<file path="src/design/mhdf_pkg.sv">
// ----------------------------------------------------------------------------
// mhdf_pkg
// Shared types, constants and the hash step for the message hash duplicate
// filter.
// ----------------------------------------------------------------------------
package mhdf_pkg;

  localparam int HASH_W = 32;
  localparam int BYTE_W = 8;

  localparam logic [HASH_W-1:0] HASH_SEED  = 32'd5381;
  localparam int                HASH_SHIFT = 5;

  // Probe token that walks the pool chain one cell per cycle
  typedef struct packed {
    logic              valid;
    logic              hit;
    logic [HASH_W-1:0] hash;
  } probe_t;

  // One djb2-xor step: h * 33 xor byte, modulo 2^32
  function automatic logic [HASH_W-1:0] hash_step(input logic [HASH_W-1:0] h,
                                                  input logic [BYTE_W-1:0] b);
    logic [HASH_W-1:0] mul;
    mul = (h << HASH_SHIFT) + h;
    return mul ^ {{(HASH_W-BYTE_W){1'b0}}, b};
  endfunction

endpackage

</file>
<file path="src/design/mhdf_cell.sv">
// ----------------------------------------------------------------------------
// mhdf_cell
// One pool entry. Compares the passing probe against its entry and hands the
// probe on; shifts in its neighbor's entry on an insert.
// ----------------------------------------------------------------------------
module mhdf_cell (
  input  logic                          clk,
  input  logic                          rst,
  input  mhdf_pkg::probe_t              probe_in,
  output mhdf_pkg::probe_t              probe_out,
  input  logic                          shift_en,
  input  logic [mhdf_pkg::HASH_W-1:0]   entry_in,
  output logic [mhdf_pkg::HASH_W-1:0]   entry
);
  import mhdf_pkg::*;

  probe_t probe_next;

  always_comb begin
    probe_next     = probe_in;
    probe_next.hit = probe_in.hit | (probe_in.valid && (probe_in.hash == entry));
  end

  always_ff @(posedge clk) begin
    if (rst) begin
      probe_out.valid <= 1'b0;
      entry           <= '0;
    end else begin
      probe_out.valid <= probe_next.valid;
      if (shift_en) begin
        entry <= entry_in;
      end
    end
    probe_out.hit  <= probe_next.hit;
    probe_out.hash <= probe_next.hash;
  end

endmodule
</file>
<file path="config.mk">
export PLATFORM = sky130hd
export DESIGN_NAME = mhdf_cell
export DESIGN_NICKNAME = d
export VERILOG_FILES = /design/src/design/mhdf_pkg.sv /design/src/design/mhdf_cell.sv
export SDC_FILE = /design/constraint.sdc
export NUM_CORES = 1
export LEC_CHECK = 0
export ABC_AREA = 1
export BUFFER_PORTS_ARGS = -buffer_cell sky130_fd_sc_hd__buf_2
export CELL_PAD_IN_SITES_DETAIL_PLACEMENT = 0
export CELL_PAD_IN_SITES_GLOBAL_PLACEMENT = 1
export CORE_MARGIN = 4
export CORE_UTILIZATION = 32
export CTS_CLUSTER_DIAMETER = 30
export DETAILED_ROUTE_END_ITERATION = 7
export GPL_TIMING_DRIVEN = 1
export PLACE_DENSITY_LB_ADDON = 0.25
export SYNTH_ARGS = -nofsm -noshare
export SYNTH_HDL_FRONTEND = slang
export SYNTH_SLANG_ARGS = --single-unit
</file>
<file path="constraint.sdc">
create_clock -name clk -period 2.11 [get_ports clk]
set_clock_uncertainty 0.2 [all_clocks]
set_input_delay 0.422 -clock clk [delete_from_list [all_inputs] [get_ports clk]]
set_output_delay 0.422 -clock clk [all_outputs]
set_load 0.02 [all_outputs]
</file>
=== Word level (Yosys, flattened, before mapping) ===
Index checks and enable logic that the tools add are counted.

* Bits in registers: 66
* Bits of input ports: 69

* Equal/unequal tests: 1
* Reduce and logical (&&, ||, !) cells: 1
* Bitwise operators: 1

{| class="wikitable"
|+ Operator list
! kind !! count
|-
| $eq 32x32->1 || 1
|-
| $logic_and 1x1->1 || 1
|-
| $or 1x1->1 || 1
|}

=== Depth between registers and ports, before layout ===
* Depth after elaboration: 3
* Gate-level depth with buffers: 10
* Depth with buffers taken out: 10

=== Worst setup path before layout ===
OpenSTA, ideal clock, no wires.

* Kind: register to register
* From: register entry[13] (netlist name)
* To: register probe_out[32] (netlist name)
* Data arrival time: 1.042 ns
* Cell stages (with the launch flop): 9
* Path buffers: 0
* Path slack: 0.756 ns
* Required time: 1.798 ns
* Cell sequence: dfxtp_1 -> inv_1 -> or2_2 -> nand3_1 -> nor2_1 -> nand2_1 -> nor2_1 -> nand2_1 -> nand2_1

{| class="wikitable"
|+ RTL lines
! what !! line !! text
|-
| from (decl) || mhdf_cell.sv:13 || <nowiki>output logic [mhdf_pkg::HASH_W-1:0] entry</nowiki>
|-
| from (signal assigned) || mhdf_cell.sv:31 || <nowiki>entry <= entry_in;</nowiki>
|-
| to (decl) || mhdf_cell.sv:10 || <nowiki>output mhdf_pkg::probe_t probe_out,</nowiki>
|}

==> results.cfg <==
[global_routing]
grt_pass1_vias = 2179
grt_pass1_wl_um = 10180
grt_antenna_before_repair = 0
grt_overflow_total = 0
grt_usage_pct = 14.99
grt_max_degree = 47

[pwr]
vdd_drop_max_uv = 360.9
power_mw = 3.012
power_density_nw_per_um2 = 860.7
leakage_nw = 1.768

[floorplanning]
die_h_um = 93.69
die-area_um2 = 8778
pin_count = 135
die_w_um = 93.69
start_util_pct = 33.84
core-area_um2 = 6944
fp-row-count = 30

[detailed_routing]
drc = 0
avgViaCountPerCell = 4.242
dr.pass1.iters = 4
routedWlPerCell_um = 12.24
num_vias = 2278
dr.first_iter.drc_count = 36
ant_nets = 0
totalWireLength_um = 6575

[clock_network]
path_clk_slew_ns = 0.07
cts_setup_buffers = 0
cts_tree = yes
clk_latency_ns = 0.33
cts_root_buffer = clkbuf_8
htreeDepth = 3
cts_inserted_buffers = 9
ctsResizeCount = 0
cts_sinks = 66
cts_hold_buf = 16
clockBufferDepth = 2

[finish]
area_growth_pct = 48.94
layout_commonest_cell = buf_2
fin_area_um2 = 3500
n_antenna_cell = 0
layout-drive-gt1-share_pct = 36.05
nets = 505
final_cell_mix = buf_2, nand2_1, dfxtp_1

[timing]
fin_tns_setup_ns = 0
fmax_mhz = 586.1
finalSetupViolCount = 0
slew-limit-headroom_pct = 74.80
period_needed_ns = 1.706
hold_viol = 0
min_period_over_period_pct = 80.86
slew_viol_final = 0
rsz0062_at_grt = false
worstMarginPinSlew_ns = 0.3781

[setup_path]
rrSetupSlack_ns = 0.77
crit_required_ns = 2.18
cpMaxStageDelayCell = dlygate4sd3_1
worstPathArrival_ns = 1.78
start_kind = input pin
cp_cell_sequence = dlygate4sd3_1 > buf_2 > inv_1 > or2_2 > nand3_1 > nor2_1 > nand2_1 > nor2_1 > nand2_1 > nand2_1
crit_top_cell = nand2_1
rr_endpoint = probe_out[32]
cp_slowest_stage_delay_ns = 0.54
critical_path_depth = 10
worst-path-buf-inv = 3
end_kind = register
ff2ff_path_depth = 7
endpoint = probe_out[32]
critPathMaxFanout = 2
crit_start = probe_in[15]
r2r_start = entry[0]
crit_type = in2reg
cp_top_family = buffers and inverters

[synthesis]
syn_inst = 282
syn_area_um2 = 2350
yosys.cell_types.count = 19
syn-num-nets = 351
ys_seq_area_share_pct = 56.23
yosysTopAreaCell = dfxtp_1
synth-seq-cells = 66
yosys_warnings = 0
avgSynthCellArea_um2 = 8.332
synth_top_cell_area_share_pct = 56.23
ys_top_cells_by_area = dfxtp_1, nand2_1, nor2_1

[flow_run]
max_cap_violations = 0

[placed_design]
dp_hpwl_um = 4923
io_buffers = 134
place_congestion = 0.7116
placedInstanceArea_um2 = 3092

[run_status]
status = completed

[worst_hold_path]
hold_path_class = in2reg
metal layers:
layer  share of wire (%)  GRT usage [%]
met5                   0              0
met4                 1.3          6.859
met3                 7.6          4.087
met2                  46          24.01
met1                  45          18.69
flip-flops by register name, summed over array words and instances (netlist names):
signal and count:
probe_out 34, entry 32
through the flow:
stage / utilization [%] / std cells / setup WS [ns] / hold slack [ns]
2_1_floorplan: - / 282 / 0.7564 / 0.2497
3_3_place_gp: 44.52 / 504 / 0.6086 / 0.2733
3_5_place_dp: 44.52 / 504 / 0.6056 / 0.2815
4_1_cts: 50.25 / 536 / 0.4512 / 0.002329
5_1_grt: 50.40 / 537 / 0.3109 / 0.0007289
6_report: 50.40 / 537 / 0.4039 / 0.02438
synth_stat cells, drive strengths merged:
cell    number
o22ai        1
nand4        3
inv         33
buf          9
or2          5
nand3        6
xor2         2
nand2       80
nor3b        1
dfxtp       66
a211oi      14
xnor2       10
nor2        33
clkbuf       1
a21oi       18
final cells by class:
type                            instances  area [um^2]
Inverter                               33        128.9
Tap cell                               96        120.1
Multi-Input combinational cell        173        823.3
Timing Repair Buffer                  153        868.3
Sequential cell                        66         1321
Clock inverter                          4        72.57
Clock buffer                           12        165.2
Fill cell                             719         3445
worst min-delay path by stage:
stage	cells after the start	startpoint	end
floorplan	0	probe_in[0]	probe_out[0]
global placement	2	entry[20]	entry[20]
detailed placement	2	entry[10]	entry[10]
CTS	1	probe_in[20]	probe_out[20]
global route	1	probe_in[5]	probe_out[5]
finish	1	probe_in[28]	probe_out[28]
cell families (layout without fill, tap and decap cells):
logic type	count (synthesis)	in the layout	share of synthesized area, %
xor gates and xnor gates	12	12	4.473
DFF	66	66	56.23
AOI/OAI and AO/OA	33	33	8.786
and+or+nand+nor	128	128	21.78
buffers and inverters	43	202	8.733
worst reg2reg max path, stage by stage, from the launching register on:
cell and delay (ns):
dfxtp_1 0.31, inv_1 0.08, nor2_1 0.05, nor3b_1 0.32
nand3_1 0.12, nor2_1 0.11, nand2_1 0.06, nand2_1 0.05
power breakdown:
part / switching [mW] / internal [mW] / leakage (nW)
Clock: 0.461 / 0.760 / 0.119
Sequential: 0.0353 / 1.32 / 0.552
Combinational: 0.254 / 0.183 / 1.10
No activity file was read; power rests on OpenSTA's default activity.
